File: src/clcf_pkg.sv
// Shared types and constants of the calibrated loop current filter.
// Used by the channel interfaces, the serial arithmetic units and the top level.
package clcf_pkg;

   // Field widths
   localparam int CH_W       = 4;
   localparam int RAW_W      = 16;
   localparam int VAL_W      = 26;
   localparam int GAIN_W     = 18;
   localparam int OFFSET_W   = 22;
   localparam int TALLY_W    = 16;
   localparam int DEPTH_W    = 8;
   localparam int REF_W      = 22;
   localparam int CSR_IDX_W  = 2;
   localparam int CSR_DATA_W = 22;

   // Fixed point formats and parameter defaults
   localparam int GAIN_FRAC         = 16;
   localparam int LOOP_CHANNELS_DEF = 12;
   localparam int FRAC_BITS_DEF     = 16;

   // Channel codes
   localparam logic [CH_W-1:0] REF_CHANNEL = 4'd14;
   localparam logic [CH_W-1:0] GND_CHANNEL = 4'd15;

   // Register indexes
   localparam logic [CSR_IDX_W-1:0] CSR_SMOOTHING_DEPTH = 2'd0;
   localparam logic [CSR_IDX_W-1:0] CSR_REF_EXPECTED    = 2'd1;

   // Scaling: current = (raw*25*2^frac + SCALE_RND) / SCALE_DIV
   localparam logic [RAW_W-1:0] SCALE_DIV = 16'd65535;
   localparam int               SCALE_RND = 32767;
   localparam int               GAIN_RND  = 32768;

   // Reset values and limits
   localparam logic [GAIN_W-1:0]   GAIN_RST   = 18'd65351;
   localparam logic [GAIN_W-1:0]   GAIN_MAX   = 18'h3FFFF;
   localparam logic [OFFSET_W-1:0] OFFSET_MAX = 22'h3FFFFF;
   localparam logic [TALLY_W-1:0]  TALLY_MAX  = 16'hFFFF;
   localparam logic [DEPTH_W-1:0]  DEPTH_RST  = 8'd3;
   localparam logic [REF_W-1:0]    REF_RST    = 22'd163840;
   localparam logic signed [VAL_W-1:0] VAL_MAX = 26'sh1FFFFFF;
   localparam logic signed [VAL_W-1:0] VAL_MIN = -26'sh2000000;
   localparam int                  RST_MA     = 4;

   // Status of a serial arithmetic unit
   typedef struct packed {
      logic busy;
      logic done;
   } unit_stat_type;

endpackage

File: src/clcf_if.sv
// Valid/ready channel interfaces of the calibrated loop current filter.
// Depends on clcf_pkg for the field widths.
interface clcf_req_if ();
   logic                        valid;
   logic                        ready;
   logic [clcf_pkg::CH_W-1:0]   channel;
   logic [clcf_pkg::RAW_W-1:0]  raw_sample;
   logic                        timed_out;

   modport source (output valid, channel, raw_sample, timed_out, input ready);
   modport sink   (input valid, channel, raw_sample, timed_out, output ready);
endinterface

interface clcf_rsp_if ();
   logic                              valid;
   logic                              ready;
   logic [clcf_pkg::CH_W-1:0]         channel_out;
   logic signed [clcf_pkg::VAL_W-1:0] filtered_current;
   logic                              updated;
   logic [clcf_pkg::TALLY_W-1:0]      failure_count;

   modport source (output valid, channel_out, filtered_current, updated, failure_count,
                   input ready);
   modport sink   (input valid, channel_out, filtered_current, updated, failure_count,
                   output ready);
endinterface

File: src/clcf_serial_div.sv
// Shared restoring divider, one quotient bit per cycle.
// Depends on clcf_pkg for the unit status struct.
module clcf_serial_div #(
   parameter int N     = 39,
   parameter int D     = 21,
   parameter int QW    = 26,
   parameter int CNT_W = 5
) (
   input  logic                    clock,
   input  logic                    reset,
   input  logic                    start,
   input  logic [CNT_W-1:0]        count,
   input  logic [D-1:0]            rem_init,
   input  logic [N-1:0]            bits,
   input  logic [D-1:0]            divisor,
   output clcf_pkg::unit_stat_type stat,
   output logic [QW-1:0]           quotient
);

   logic [D-1:0]     rem_ff, rem_in;
   logic [N-1:0]     bits_ff, bits_in;
   logic [D-1:0]     dvs_ff, dvs_in;
   logic [QW-1:0]    quo_ff, quo_in;
   logic [CNT_W-1:0] cnt_ff, cnt_in;
   logic             busy_ff, busy_in;
   logic             done_ff, done_in;
   logic [D:0]       r2;
   logic [D:0]       trial;
   logic             ge;

   // trial subtract; the remainder stays below the divisor so r2 < 2*divisor
   always_comb begin
      r2    = {rem_ff, bits_ff[N-1]};
      trial = r2 - {1'b0, dvs_ff};
      ge    = ~trial[D];
   end

   always_comb begin
      rem_in  = rem_ff;
      bits_in = bits_ff;
      dvs_in  = dvs_ff;
      quo_in  = quo_ff;
      cnt_in  = cnt_ff;
      busy_in = busy_ff;
      done_in = 1'b0;
      if (start) begin
         rem_in  = rem_init;
         bits_in = bits;
         dvs_in  = divisor;
         quo_in  = '0;
         cnt_in  = count;
         busy_in = 1'b1;
      end else if (busy_ff) begin
         rem_in  = ge ? trial[D-1:0] : r2[D-1:0];
         bits_in = bits_ff << 1;
         quo_in  = {quo_ff[QW-2:0], ge};
         cnt_in  = cnt_ff - CNT_W'(1);
         if (cnt_ff == CNT_W'(1)) begin
            busy_in = 1'b0;
            done_in = 1'b1;
         end
      end
   end

   always_ff @(posedge clock) begin
      if (reset) begin
         cnt_ff  <= '0;
         busy_ff <= 1'b0;
         done_ff <= 1'b0;
      end else begin
         cnt_ff  <= cnt_in;
         busy_ff <= busy_in;
         done_ff <= done_in;
      end
   end

   always_ff @(posedge clock) begin
      rem_ff  <= rem_in;
      bits_ff <= bits_in;
      dvs_ff  <= dvs_in;
      quo_ff  <= quo_in;
   end

   assign stat.busy = busy_ff;
   assign stat.done = done_ff;
   assign quotient  = quo_ff;

endmodule

File: src/clcf_serial_mul.sv
// Shift-add multiplier, one multiplier bit per cycle through a narrow adder.
// Depends on clcf_pkg for the unit status struct.
module clcf_serial_mul #(
   parameter int A_W = 21,
   parameter int B_W = 18
) (
   input  logic                    clock,
   input  logic                    reset,
   input  logic                    start,
   input  logic [A_W-1:0]          a,
   input  logic [B_W-1:0]          b,
   output clcf_pkg::unit_stat_type stat,
   output logic [A_W+B_W-1:0]      product
);

   localparam int CNT_W = $clog2(B_W + 1);

   logic [A_W-1:0]     a_ff, a_in;
   logic [A_W+B_W-1:0] prod_ff, prod_in;
   logic [CNT_W-1:0]   cnt_ff, cnt_in;
   logic               busy_ff, busy_in;
   logic               done_ff, done_in;
   logic [A_W:0]       sum;

   // add the multiplicand into the upper half when the low bit is set, then shift
   always_comb begin
      sum = {1'b0, prod_ff[A_W+B_W-1:B_W]} + (prod_ff[0] ? {1'b0, a_ff} : '0);
   end

   always_comb begin
      a_in    = a_ff;
      prod_in = prod_ff;
      cnt_in  = cnt_ff;
      busy_in = busy_ff;
      done_in = 1'b0;
      if (start) begin
         a_in    = a;
         prod_in = {{A_W{1'b0}}, b};
         cnt_in  = CNT_W'(B_W);
         busy_in = 1'b1;
      end else if (busy_ff) begin
         prod_in = {sum, prod_ff[B_W-1:1]};
         cnt_in  = cnt_ff - CNT_W'(1);
         if (cnt_ff == CNT_W'(1)) begin
            busy_in = 1'b0;
            done_in = 1'b1;
         end
      end
   end

   always_ff @(posedge clock) begin
      if (reset) begin
         cnt_ff  <= '0;
         busy_ff <= 1'b0;
         done_ff <= 1'b0;
      end else begin
         cnt_ff  <= cnt_in;
         busy_ff <= busy_in;
         done_ff <= done_in;
      end
   end

   always_ff @(posedge clock) begin
      a_ff    <= a_in;
      prod_ff <= prod_in;
   end

   assign stat.busy = busy_ff;
   assign stat.done = done_ff;
   assign product   = prod_ff;

endmodule

File: src/calibrated_loop_current_filter.sv
// Top level of the calibrated loop current filter.
// Depends on clcf_pkg, clcf_if, clcf_serial_div and clcf_serial_mul.
//
// Usage
//   req_chan carries one item: channel, raw_sample and timed_out. rsp_chan returns
//   exactly one item per request: channel_out, filtered_current, updated and
//   failure_count. csr_* writes smoothing_depth (index 0) or ref_expected (index 1);
//   write only while the block is idle.
// Sequencing
//   One item at a time. The shared serial divider computes one quotient bit per cycle
//   for the scaling (FRAC_BITS + 5 bits), the gain (18 bits) and the smoothing step
//   (26 bits); the serial multiplier does the gain correction. req_chan.ready rises
//   again with the result load, so a new item is taken only once the result of the
//   last one is loaded.
// Reset and stalls
//   Synchronous reset restores all filters to 4 mA, the gain to 1/1.002828, the
//   offset and the failure count to zero, and empties the output register. A stalled
//   receiver holds the result in the output register; the next item is still taken and
//   processed, and waits only at its own result until the register is free.
module calibrated_loop_current_filter #(
   parameter int LOOP_CHANNELS = clcf_pkg::LOOP_CHANNELS_DEF,
   parameter int FRAC_BITS     = clcf_pkg::FRAC_BITS_DEF
) (
   input  logic                              clock,
   input  logic                              reset,
   clcf_req_if.sink                          req_chan,
   clcf_rsp_if.source                        rsp_chan,
   input  logic                              csr_wr_en,
   input  logic [clcf_pkg::CSR_IDX_W-1:0]    csr_index,
   input  logic [clcf_pkg::CSR_DATA_W-1:0]   csr_wdata
);

   // field widths and the widths that follow from the fraction width
   localparam int CH_W     = clcf_pkg::CH_W;
   localparam int RAW_W    = clcf_pkg::RAW_W;
   localparam int VAL_W    = clcf_pkg::VAL_W;
   localparam int GAIN_W   = clcf_pkg::GAIN_W;
   localparam int OFFSET_W = clcf_pkg::OFFSET_W;
   localparam int TALLY_W  = clcf_pkg::TALLY_W;
   localparam int DEPTH_W  = clcf_pkg::DEPTH_W;
   localparam int REF_W    = clcf_pkg::REF_W;
   localparam int G_FRAC   = clcf_pkg::GAIN_FRAC;
   localparam int CUR_W    = FRAC_BITS + 5;
   localparam int R25_W    = RAW_W + 5;
   localparam int SCL_W    = R25_W + FRAC_BITS;
   localparam int GDV_W    = REF_W + G_FRAC + 1;
   localparam int DIV_N    = (SCL_W > GDV_W) ? SCL_W : GDV_W;
   localparam int DIV_D    = (CUR_W > RAW_W) ? CUR_W : RAW_W;
   localparam int QUO_W    = (CUR_W > VAL_W) ? CUR_W : VAL_W;
   localparam int CNT_W    = $clog2(QUO_W + 1);
   localparam int CMP_W    = (GDV_W > CUR_W + GAIN_W) ? GDV_W : CUR_W + GAIN_W;
   localparam int PRD_W    = CUR_W + GAIN_W;
   localparam int PRR_W    = PRD_W + 1 - G_FRAC;
   localparam int XA_W     = ((PRR_W > OFFSET_W) ? PRR_W : OFFSET_W) + 1;
   localparam int XD_W     = (XA_W > VAL_W + 1) ? XA_W : VAL_W + 1;
   localparam int OC_W     = (CUR_W > OFFSET_W) ? CUR_W : OFFSET_W;
   localparam int NS_W     = VAL_W + 2;
   localparam int LCH_W    = (LOOP_CHANNELS > 1) ? $clog2(LOOP_CHANNELS) : 1;

   localparam longint RST_FULL = longint'(clcf_pkg::RST_MA) << FRAC_BITS;
   localparam longint VMAX_L   = longint'(clcf_pkg::VAL_MAX);
   localparam logic signed [VAL_W-1:0] VAL_RST =
      VAL_W'((RST_FULL > VMAX_L) ? VMAX_L : RST_FULL);
   localparam logic signed [XD_W-1:0] XD_MAX = XD_W'(clcf_pkg::VAL_MAX);
   localparam logic signed [XD_W-1:0] XD_MIN = XD_W'(clcf_pkg::VAL_MIN);
   localparam logic signed [NS_W-1:0] NS_MAX = NS_W'(clcf_pkg::VAL_MAX);
   localparam logic signed [NS_W-1:0] NS_MIN = NS_W'(clcf_pkg::VAL_MIN);

   // sequencer states
   localparam logic [3:0] S_IDLE  = 4'd0;
   localparam logic [3:0] S_ISSUE = 4'd1;
   localparam logic [3:0] S_CUR   = 4'd2;
   localparam logic [3:0] S_DISP  = 4'd3;
   localparam logic [3:0] S_MUL   = 4'd4;
   localparam logic [3:0] S_XCALC = 4'd5;
   localparam logic [3:0] S_DIFF  = 4'd6;
   localparam logic [3:0] S_STEP  = 4'd7;
   localparam logic [3:0] S_GAIN  = 4'd8;
   localparam logic [3:0] S_OUT   = 4'd9;

   logic [3:0]                state_ff, state_in;
   logic [CH_W-1:0]           ch_ff;
   logic [RAW_W-1:0]          raw_ff;
   logic                      tmo_ff;
   logic [CUR_W-1:0]          cur_ff, cur_in;
   logic [PRR_W-1:0]          prr_ff, prr_in;
   logic signed [VAL_W-1:0]   x_ff, x_in;
   logic                      neg_ff, neg_in;
   logic                      upd_ff, upd_in;
   logic [GAIN_W-1:0]         gain_ff, gain_in;
   logic [OFFSET_W-1:0]       offset_ff, offset_in;
   logic [TALLY_W-1:0]        tally_ff, tally_in;
   logic [DEPTH_W-1:0]        depth_ff;
   logic [REF_W-1:0]          ref_ff;
   logic signed [VAL_W-1:0]   store_ff [LOOP_CHANNELS];
   logic                      store_we_in;
   logic signed [VAL_W-1:0]   store_wr_in;
   logic                      rsp_valid_ff, rsp_valid_in;
   logic                      rsp_load;
   logic [CH_W-1:0]           rsp_ch_ff;
   logic signed [VAL_W-1:0]   rsp_filt_ff;
   logic                      rsp_upd_ff;
   logic [TALLY_W-1:0]        rsp_tally_ff;

   logic                      req_take;
   logic                      is_loop;
   logic [LCH_W-1:0]          rd_idx;
   logic signed [VAL_W-1:0]   f_cur;
   logic [R25_W-1:0]          raw25;
   logic [SCL_W-1:0]          scl;
   logic [GDV_W-1:0]          gdv;
   logic                      gsat;
   logic [PRD_W:0]            rnd;
   logic signed [XD_W-1:0]    xd;
   logic signed [VAL_W:0]     d_fwd;
   logic signed [VAL_W:0]     d_rev;
   logic [VAL_W-1:0]          mag;
   logic signed [NS_W-1:0]    f_ext;
   logic signed [NS_W-1:0]    q_ext;
   logic signed [NS_W-1:0]    nsum;

   logic                      div_start;
   logic [CNT_W-1:0]          div_count;
   logic [DIV_D-1:0]          div_rem;
   logic [DIV_N-1:0]          div_bits;
   logic [DIV_D-1:0]          div_dvs;
   clcf_pkg::unit_stat_type   div_stat;
   logic [QUO_W-1:0]          div_quo;
   logic                      mul_start;
   clcf_pkg::unit_stat_type   mul_stat;
   logic [PRD_W-1:0]          mul_prod;

   clcf_serial_div #(
      .N     (DIV_N),
      .D     (DIV_D),
      .QW    (QUO_W),
      .CNT_W (CNT_W)
   ) u_div (
      .clock    (clock),
      .reset    (reset),
      .start    (div_start),
      .count    (div_count),
      .rem_init (div_rem),
      .bits     (div_bits),
      .divisor  (div_dvs),
      .stat     (div_stat),
      .quotient (div_quo)
   );

   clcf_serial_mul #(
      .A_W (CUR_W),
      .B_W (GAIN_W)
   ) u_mul (
      .clock   (clock),
      .reset   (reset),
      .start   (mul_start),
      .a       (cur_ff),
      .b       (gain_ff),
      .stat    (mul_stat),
      .product (mul_prod)
   );

   assign req_take = req_chan.valid && (state_ff == S_IDLE);

   // datapath around the sequencer
   always_comb begin
      is_loop = ch_ff < CH_W'(LOOP_CHANNELS);
      rd_idx  = is_loop ? ch_ff[LCH_W-1:0] : '0;
      f_cur   = store_ff[rd_idx];

      // raw * 25 as shifts, then scale to the current fraction with rounding
      raw25 = (R25_W'(raw_ff) << 4) + (R25_W'(raw_ff) << 3) + R25_W'(raw_ff);
      scl   = (SCL_W'(raw25) << FRAC_BITS) + SCL_W'(clcf_pkg::SCALE_RND);

      // reference: quotient saturates when the current is zero or dividend >= current * 2^18
      gdv  = (GDV_W'(ref_ff) << G_FRAC) + GDV_W'(cur_ff >> 1);
      gsat = (cur_ff == '0) || (CMP_W'(gdv) >= (CMP_W'(cur_ff) << GAIN_W));

      // round the gain product back to the current fraction
      rnd = {1'b0, mul_prod} + (PRD_W+1)'(clcf_pkg::GAIN_RND);
      xd  = $signed(XD_W'(prr_ff)) - $signed(XD_W'(offset_ff));

      // both directions of the difference, pick the magnitude
      d_fwd = $signed({x_ff[VAL_W-1], x_ff}) - $signed({f_cur[VAL_W-1], f_cur});
      d_rev = $signed({f_cur[VAL_W-1], f_cur}) - $signed({x_ff[VAL_W-1], x_ff});
      mag   = d_fwd[VAL_W] ? d_rev[VAL_W-1:0] : d_fwd[VAL_W-1:0];

      // step toward the new sample, truncated toward zero by dividing the magnitude
      f_ext = NS_W'(f_cur);
      q_ext = $signed({2'b00, div_quo[VAL_W-1:0]});
      nsum  = neg_ff ? (f_ext - q_ext) : (f_ext + q_ext);
   end

   // sequencer
   always_comb begin
      state_in     = state_ff;
      cur_in       = cur_ff;
      prr_in       = prr_ff;
      x_in         = x_ff;
      neg_in       = neg_ff;
      upd_in       = upd_ff;
      gain_in      = gain_ff;
      offset_in    = offset_ff;
      tally_in     = tally_ff;
      store_we_in  = 1'b0;
      store_wr_in  = f_cur;
      div_start    = 1'b0;
      div_count    = '0;
      div_rem      = '0;
      div_bits     = '0;
      div_dvs      = '0;
      mul_start    = 1'b0;
      rsp_load     = 1'b0;
      rsp_valid_in = rsp_valid_ff && !rsp_chan.ready;

      case (state_ff)
         S_IDLE: begin
            if (req_take) begin
               state_in = S_ISSUE;
            end
         end
         S_ISSUE: begin
            upd_in = 1'b0;
            if (tmo_ff) begin
               // count the failure, leave everything else alone
               if (tally_ff != clcf_pkg::TALLY_MAX) begin
                  tally_in = tally_ff + TALLY_W'(1);
               end
               state_in = S_OUT;
            end else if (is_loop || ch_ff == clcf_pkg::REF_CHANNEL ||
                         ch_ff == clcf_pkg::GND_CHANNEL) begin
               div_start = 1'b1;
               div_count = CNT_W'(CUR_W);
               div_rem   = DIV_D'(scl >> CUR_W);
               div_bits  = DIV_N'(scl[CUR_W-1:0]) << (DIV_N - CUR_W);
               div_dvs   = DIV_D'(clcf_pkg::SCALE_DIV);
               state_in  = S_CUR;
            end else begin
               state_in = S_OUT;
            end
         end
         S_CUR: begin
            if (div_stat.done) begin
               cur_in   = div_quo[CUR_W-1:0];
               state_in = S_DISP;
            end
         end
         S_DISP: begin
            if (is_loop) begin
               mul_start = 1'b1;
               state_in  = S_MUL;
            end else if (ch_ff == clcf_pkg::REF_CHANNEL) begin
               if (gsat) begin
                  gain_in  = clcf_pkg::GAIN_MAX;
                  upd_in   = 1'b1;
                  state_in = S_OUT;
               end else begin
                  div_start = 1'b1;
                  div_count = CNT_W'(GAIN_W);
                  div_rem   = DIV_D'(gdv >> GAIN_W);
                  div_bits  = DIV_N'(gdv[GAIN_W-1:0]) << (DIV_N - GAIN_W);
                  div_dvs   = DIV_D'(cur_ff);
                  state_in  = S_GAIN;
               end
            end else begin
               // ground: the measured current becomes the offset
               if (OC_W'(cur_ff) > OC_W'(clcf_pkg::OFFSET_MAX)) begin
                  offset_in = clcf_pkg::OFFSET_MAX;
               end else begin
                  offset_in = OFFSET_W'(cur_ff);
               end
               upd_in   = 1'b1;
               state_in = S_OUT;
            end
         end
         S_MUL: begin
            if (mul_stat.done) begin
               prr_in   = rnd[PRD_W:G_FRAC];
               state_in = S_XCALC;
            end
         end
         S_XCALC: begin
            if (xd > XD_MAX) begin
               x_in = clcf_pkg::VAL_MAX;
            end else if (xd < XD_MIN) begin
               x_in = clcf_pkg::VAL_MIN;
            end else begin
               x_in = xd[VAL_W-1:0];
            end
            state_in = S_DIFF;
         end
         S_DIFF: begin
            neg_in    = d_fwd[VAL_W];
            div_start = 1'b1;
            div_count = CNT_W'(VAL_W);
            div_rem   = '0;
            div_bits  = DIV_N'(mag) << (DIV_N - VAL_W);
            div_dvs   = DIV_D'(depth_ff) + DIV_D'(1);
            state_in  = S_STEP;
         end
         S_STEP: begin
            if (div_stat.done) begin
               store_we_in = 1'b1;
               if (nsum > NS_MAX) begin
                  store_wr_in = clcf_pkg::VAL_MAX;
               end else if (nsum < NS_MIN) begin
                  store_wr_in = clcf_pkg::VAL_MIN;
               end else begin
                  store_wr_in = nsum[VAL_W-1:0];
               end
               upd_in   = 1'b1;
               state_in = S_OUT;
            end
         end
         S_GAIN: begin
            if (div_stat.done) begin
               gain_in  = div_quo[GAIN_W-1:0];
               upd_in   = 1'b1;
               state_in = S_OUT;
            end
         end
         S_OUT: begin
            // hold here until the output register is free
            if (!rsp_valid_ff || rsp_chan.ready) begin
               rsp_load     = 1'b1;
               rsp_valid_in = 1'b1;
               state_in     = S_IDLE;
            end
         end
         default: begin
            state_in = S_IDLE;
         end
      endcase
   end

   // control and shared state
   always_ff @(posedge clock) begin
      if (reset) begin
         state_ff     <= S_IDLE;
         upd_ff       <= 1'b0;
         gain_ff      <= clcf_pkg::GAIN_RST;
         offset_ff    <= '0;
         tally_ff     <= '0;
         depth_ff     <= clcf_pkg::DEPTH_RST;
         ref_ff       <= clcf_pkg::REF_RST;
         rsp_valid_ff <= 1'b0;
      end else begin
         state_ff     <= state_in;
         upd_ff       <= upd_in;
         gain_ff      <= gain_in;
         offset_ff    <= offset_in;
         tally_ff     <= tally_in;
         rsp_valid_ff <= rsp_valid_in;
         if (csr_wr_en) begin
            case (csr_index)
               clcf_pkg::CSR_SMOOTHING_DEPTH: depth_ff <= csr_wdata[DEPTH_W-1:0];
               clcf_pkg::CSR_REF_EXPECTED:    ref_ff   <= csr_wdata[REF_W-1:0];
               default: begin
                  // drop writes beyond the register list
               end
            endcase
         end
      end
   end

   // per-channel filters restart at 4 mA
   always_ff @(posedge clock) begin
      if (reset) begin
         for (int i = 0; i < LOOP_CHANNELS; i++) begin
            store_ff[i] <= VAL_RST;
         end
      end else if (store_we_in) begin
         store_ff[rd_idx] <= store_wr_in;
      end
   end

   // payload registers
   always_ff @(posedge clock) begin
      if (req_take) begin
         ch_ff  <= req_chan.channel;
         raw_ff <= req_chan.raw_sample;
         tmo_ff <= req_chan.timed_out;
      end
      cur_ff <= cur_in;
      prr_ff <= prr_in;
      x_ff   <= x_in;
      neg_ff <= neg_in;
      if (rsp_load) begin
         rsp_ch_ff    <= ch_ff;
         rsp_filt_ff  <= is_loop ? f_cur : '0;
         rsp_upd_ff   <= upd_ff;
         rsp_tally_ff <= tally_ff;
      end
   end

   assign req_chan.ready            = (state_ff == S_IDLE);
   assign rsp_chan.valid            = rsp_valid_ff;
   assign rsp_chan.channel_out      = rsp_ch_ff;
   assign rsp_chan.filtered_current = rsp_filt_ff;
   assign rsp_chan.updated          = rsp_upd_ff;
   assign rsp_chan.failure_count    = rsp_tally_ff;

`ifndef SYNTHESIS
   // divider and multiplier never run together
   assert property (@(posedge clock) disable iff (reset)
      !(div_stat.busy && mul_stat.busy))
      else $error("divider and multiplier busy at once");

   // a divider result only arrives while the sequencer waits for it
   assert property (@(posedge clock) disable iff (reset)
      div_stat.done |-> (state_ff == S_CUR || state_ff == S_GAIN || state_ff == S_STEP))
      else $error("divider result arrived outside a divide state");

   // a new result is only ever loaded from the output state
   assert property (@(posedge clock) disable iff (reset)
      $rose(rsp_valid_ff) |-> $past(state_ff == S_OUT))
      else $error("result valid raised outside the output state");
`endif

endmodule
File: src/flat_wrapper.sv
// flat-port wrapper written by rule: the top's interface ports become plain ports
module calibrated_loop_current_filter_flat 
#(
   parameter int LOOP_CHANNELS = clcf_pkg::LOOP_CHANNELS_DEF,
   parameter int FRAC_BITS     = clcf_pkg::FRAC_BITS_DEF
)
  (clock, reset, csr_wr_en, csr_index, csr_wdata, req_chan_valid, req_chan_channel, req_chan_raw_sample, req_chan_timed_out, req_chan_ready, rsp_chan_valid, rsp_chan_channel_out, rsp_chan_filtered_current, rsp_chan_updated, rsp_chan_failure_count, rsp_chan_ready);
  clcf_req_if req_chan_i ();
  clcf_rsp_if rsp_chan_i ();
  input  logic clock;
  input  logic reset;
  input  logic csr_wr_en;
  input  logic [clcf_pkg::CSR_IDX_W-1:0] csr_index;
  input  logic [clcf_pkg::CSR_DATA_W-1:0] csr_wdata;
  input wire logic [$bits(req_chan_i.valid)-1:0] req_chan_valid;
  input wire logic [$bits(req_chan_i.channel)-1:0] req_chan_channel;
  input wire logic [$bits(req_chan_i.raw_sample)-1:0] req_chan_raw_sample;
  input wire logic [$bits(req_chan_i.timed_out)-1:0] req_chan_timed_out;
  output wire logic [$bits(req_chan_i.ready)-1:0] req_chan_ready;
  output wire logic [$bits(rsp_chan_i.valid)-1:0] rsp_chan_valid;
  output wire logic [$bits(rsp_chan_i.channel_out)-1:0] rsp_chan_channel_out;
  output wire logic [$bits(rsp_chan_i.filtered_current)-1:0] rsp_chan_filtered_current;
  output wire logic [$bits(rsp_chan_i.updated)-1:0] rsp_chan_updated;
  output wire logic [$bits(rsp_chan_i.failure_count)-1:0] rsp_chan_failure_count;
  input wire logic [$bits(rsp_chan_i.ready)-1:0] rsp_chan_ready;
  assign req_chan_i.valid = req_chan_valid;
  assign req_chan_i.channel = req_chan_channel;
  assign req_chan_i.raw_sample = req_chan_raw_sample;
  assign req_chan_i.timed_out = req_chan_timed_out;
  assign req_chan_ready = req_chan_i.ready;
  assign rsp_chan_valid = rsp_chan_i.valid;
  assign rsp_chan_channel_out = rsp_chan_i.channel_out;
  assign rsp_chan_filtered_current = rsp_chan_i.filtered_current;
  assign rsp_chan_updated = rsp_chan_i.updated;
  assign rsp_chan_failure_count = rsp_chan_i.failure_count;
  assign rsp_chan_i.ready = rsp_chan_ready;
  calibrated_loop_current_filter #(.LOOP_CHANNELS(LOOP_CHANNELS), .FRAC_BITS(FRAC_BITS)) u_core (.clock(clock), .reset(reset), .req_chan(req_chan_i), .rsp_chan(rsp_chan_i), .csr_wr_en(csr_wr_en), .csr_index(csr_index), .csr_wdata(csr_wdata));
endmodule
File: config.mk
export PLATFORM = sky130hd
export DESIGN_NAME = calibrated_loop_current_filter_flat
export DESIGN_NICKNAME = d
export VERILOG_FILES = /design/src/clcf_pkg.sv /design/src/clcf_if.sv /design/src/clcf_serial_div.sv /design/src/clcf_serial_mul.sv /design/src/calibrated_loop_current_filter.sv /design/src/flat_wrapper.sv
export SDC_FILE = /design/constraint.sdc
export NUM_CORES = 2
export LEC_CHECK = 0
export ABC_AREA = 1
export BUFFER_PORTS_ARGS = -buffer_cell sky130_fd_sc_hd__buf_2
export CAP_MARGIN = 20
export CORE_MARGIN = 5
export CORE_UTILIZATION = 55
export DETAILED_ROUTE_END_ITERATION = 8
export GPL_TIMING_DRIVEN = 0
export PLACE_DENSITY = 0.71
export SYNTH_ARGS = -nofsm -noshare
export SYNTH_HDL_FRONTEND = slang
export SYNTH_SLANG_ARGS = --single-unit
File: constraint.sdc
create_clock -name clock -period 7.3 [get_ports clock]
set_input_delay 0.365 -clock clock [delete_from_list [all_inputs] [get_ports clock]]
set_output_delay 0.365 -clock clock [all_outputs]
set_load 0.05 [all_outputs]
==> flow_metrics.tcl <==
set metrics [dict create \
    die_height_um 291 \
    synth_flop_cell "edfxtp_1" \
    yosys.cell_types.count 54 \
    fin_crit_ps 7060 \
    drive_gt1_share_pct 7.45 \
    grt_use_total_pct 32.5 \
    setup_tns_ps 0 \
    io_buffers 97 \
    ys_async_sr_fraction_pct 0 \
    critPathLaunchType "register" \
    grt_pass1_vias 34578 \
    syn_area_um2 43500 \
    hp-start "csr_wdata[6]" \
    die_w_um 291 \
    antenna_found_initial 4 \
    synth_edf_count 663 \
    finalClockSkew_ps 37.6 \
    synth.net_count 5041 \
    report.final.slew_viol_count 0 \
    reg2reg_depth 25 \
    leakage_nw 19.9 \
    syn_avg_cell_area_um2 9.10 \
    dieArea_um2 84800 \
    viasPerCell 6.00 \
    ys_warn_count 0 \
    cp_data_arrival_time_ps 7440 \
    post-route-period-util_pct 96.8 \
    drtPass1Iterations 6 \
    io_pins 99 \
    ff2ff_setup_slack_ps 240 \
    core.rowCount 103 \
    synthCells 4780 \
    cp_max_fo 10 \
    postCtsSetupRepairBufs 0 \
    setup_viol 0 \
    initial_utilization_pct 55.2 \
    synth.area.top_cells "edfxtp_1, nand2_1, dfxtp_1" \
    clkTransAtPathRegs_ps 60 \
    min_path_type "in2reg" \
    cts.sinks 815 \
    ant_nets 0 \
    grt-ovfl-total 0 \
    relSlewSlack_pct 19.5 \
    synth_largest_area_cell "edfxtp_1" \
    ys_top_cells_by_count "nand2_1, edfxtp_1, nor2_1" \
    synth_top_area_share_pct 45.8 \
    drt_wl_total_mm 143 \
    seq_area_frac_synth_pct 52.8 \
    path_class "reg2reg" \
    p_per_area_nw_per_um2 434 \
    whs_path_depth 3 \
    rr_endpoint "u_core.u_div.bits_ff[32]" \
    synth_seq_cells 815 \
    drt-initial-drc-count 5012 \
    clk_latency_ps 660 \
    dp_hpwl_mm 104 \
    outcome "finished clean" \
    gp_congestion 0.980 \
    max_cap_violations 0 \
    h-tree-depth 3 \
    worstMarginPinSlew_ps 1210 \
    routedWlPerCell_um 23.2 \
    core_um2 78700 \
    vias 36853 \
    seq_area_um2 23000 \
    grt_pass1_wl_mm 211 \
    p_total_mw 21.2 \
    endpoint_kind "register" \
    finalHoldViolations 0 \
    multi_input_area_um2 17600 \
    hold_end "u_core.ref_ff[6]" \
    critPathRequiredTime_ps 7680 \
    fillers 6592 \
    nets 5278 \
    vdd_drop_max_mv 0.325 \
    synth_most_common_cell "nand2_1" \
    cts.path.max_buffers 3 \
    clock.fmax_ghz 0.142 \
    syn_to_final_growth_pct 12.3 \
    cts_root_buffer "clkbuf_16" \
    grt_setup_unrepaired "true" \
    cts_tree "built" \
    grt_max_degree 57 \
    cts_made_buffers 87 \
    drc 0 \
    diodes 0 \
    r2r_start "u_core.ch_ff[2]" \
]
[metal layers]
metal	global-route usage, %	routed length, um
met1	48.2	59100
met2	47.7	60000
met3	6.86	18200
met4	11.0	5380
met5	0	11
[worst max-delay path, stage by stage (launching register included)]
cell	delay (ps)
edfxtp_1	530
ha_1	310
inv_2	110
nand2_2	120
buf_4	220
nor2_4	110
inv_1	140
buf_2	280
buf_1	600
clkbuf_1	550
o22ai_1	180
o41ai_1	420
nand2_1	400
inv_1	270
ha_1	240
nand2_1	170
nor2_1	270
a21oi_1	130
o211a_1	240
nand2_1	70
nand2_1	60
nand2_1	320
clkbuf_1	570
nand2_1	120
nand3_1	240
nand3b_1	110
[report_power, final]
group / switching [mW] / internal (mW)
registers: 0.390 / 5.73
logic: 7.39 / 3.36
clock network: 1.93 / 2.41
[placed cells by master, fill, tap and decap left out, drive strengths merged, types with 38 or more instances in the layout]
cell,instances
a21oi,306
a22oi,60
buf,192
clkbuf,234
clkinv,60
dfxtp,152
edfxtp,663
ha,191
inv,535
nand2,896
nand3,261
nand4,40
nor2,624
nor3,62
o21ai,272
o22ai,110
xnor2,38
xor2,135
[registers in the layout, indices dropped and copies added, names as in the netlist, 18 cells and up]
| register | cells |
|---|---|
| u_core.cur_ff | 21 |
| u_core.gain_ff | 18 |
| u_core.offset_ff | 21 |
| u_core.prr_ff | 24 |
| u_core.ref_ff | 22 |
| u_core.rsp_chan.filtered_current | 26 |
| u_core.store_ff | 416 |
| u_core.u_div.bits_ff | 26 |
| u_core.u_div.dvs_ff | 21 |
| u_core.u_div.quotient | 26 |
| u_core.u_div.rem_ff | 21 |
| u_core.u_mul.a_ff | 21 |
| u_core.u_mul.product | 39 |
| u_core.x_ff | 26 |
[stage by stage]
stage | hold WS, ps | cell area, um2 | std cells | setup WS [ps] | utilization, %
after global routing | 31.5 | 48800 | 6140 | -6.80 | 62.0
after global placement | 423 | 45300 | 5927 | -994 | 57.5
after detailed placement | 428 | 45700 | 5945 | 428 | 58.0
final | 33.4 | 48800 | 6140 | 236 | 62.0
after CTS | 1.64 | 48800 | 6139 | 410 | 62.0
after floorplan | 408 | 43500 | 4780 | 1430 | -
[how the worst max path moves through the flow]
| stage | startpoint | cells after the start | end | slack, ps |
|---|---|---|---|---|
| final | u_core.ch_ff[2] | 25 | u_core.u_div.bits_ff[32] | 240 |
| after floorplan | u_core.cur_ff[17] | 25 | u_core.u_div.bits_ff[13] | 1430 |
| after global placement | u_core.cur_ff[18] | 23 | u_core.u_div.rem_ff[18] | -990 |
| after CTS | u_core.cur_ff[18] | 27 | u_core.u_div.rem_ff[19] | 410 |
| after detailed placement | u_core.cur_ff[18] | 27 | u_core.u_div.rem_ff[19] | 430 |
| after global routing | u_core.cur_ff[18] | 27 | u_core.u_div.rem_ff[18] | -7 |
[cell families (layout without fill, tap and decap cells)]
kind of cell | after synthesis | after routing | synth area share, %
buf+inv | 752 | 1062 | 6.94
flops | 815 | 815 | 52.8
compound gates | 894 | 894 | 12.0
xor+xnor | 173 | 173 | 3.49
simple gates | 1935 | 1935 | 18.4
fa+ha+maj | 211 | 211 | 6.42
[area by class of cell]
type / instances / share of cell area (%)
plain buffers: 202 / 1.97
clock buffers: 109 / 4.71
clock inverters: 53 / 0.976
inverters: 550 / 4.24
multi-input cells: 3213 / 36.0
flip-flops and latches: 815 / 47.0
well taps: 1050 / 2.69
repair buffers: 147 / 2.35
repair inverters: 1 / 0.0154
[what timing repair did]
action	CTS	global route
setup endpoints to repair	0	86
hold endpoints to repair	33	0
resized for setup	0	10
hold buffers	32	0
Note: power is estimated with default switching activity, not from simulation.
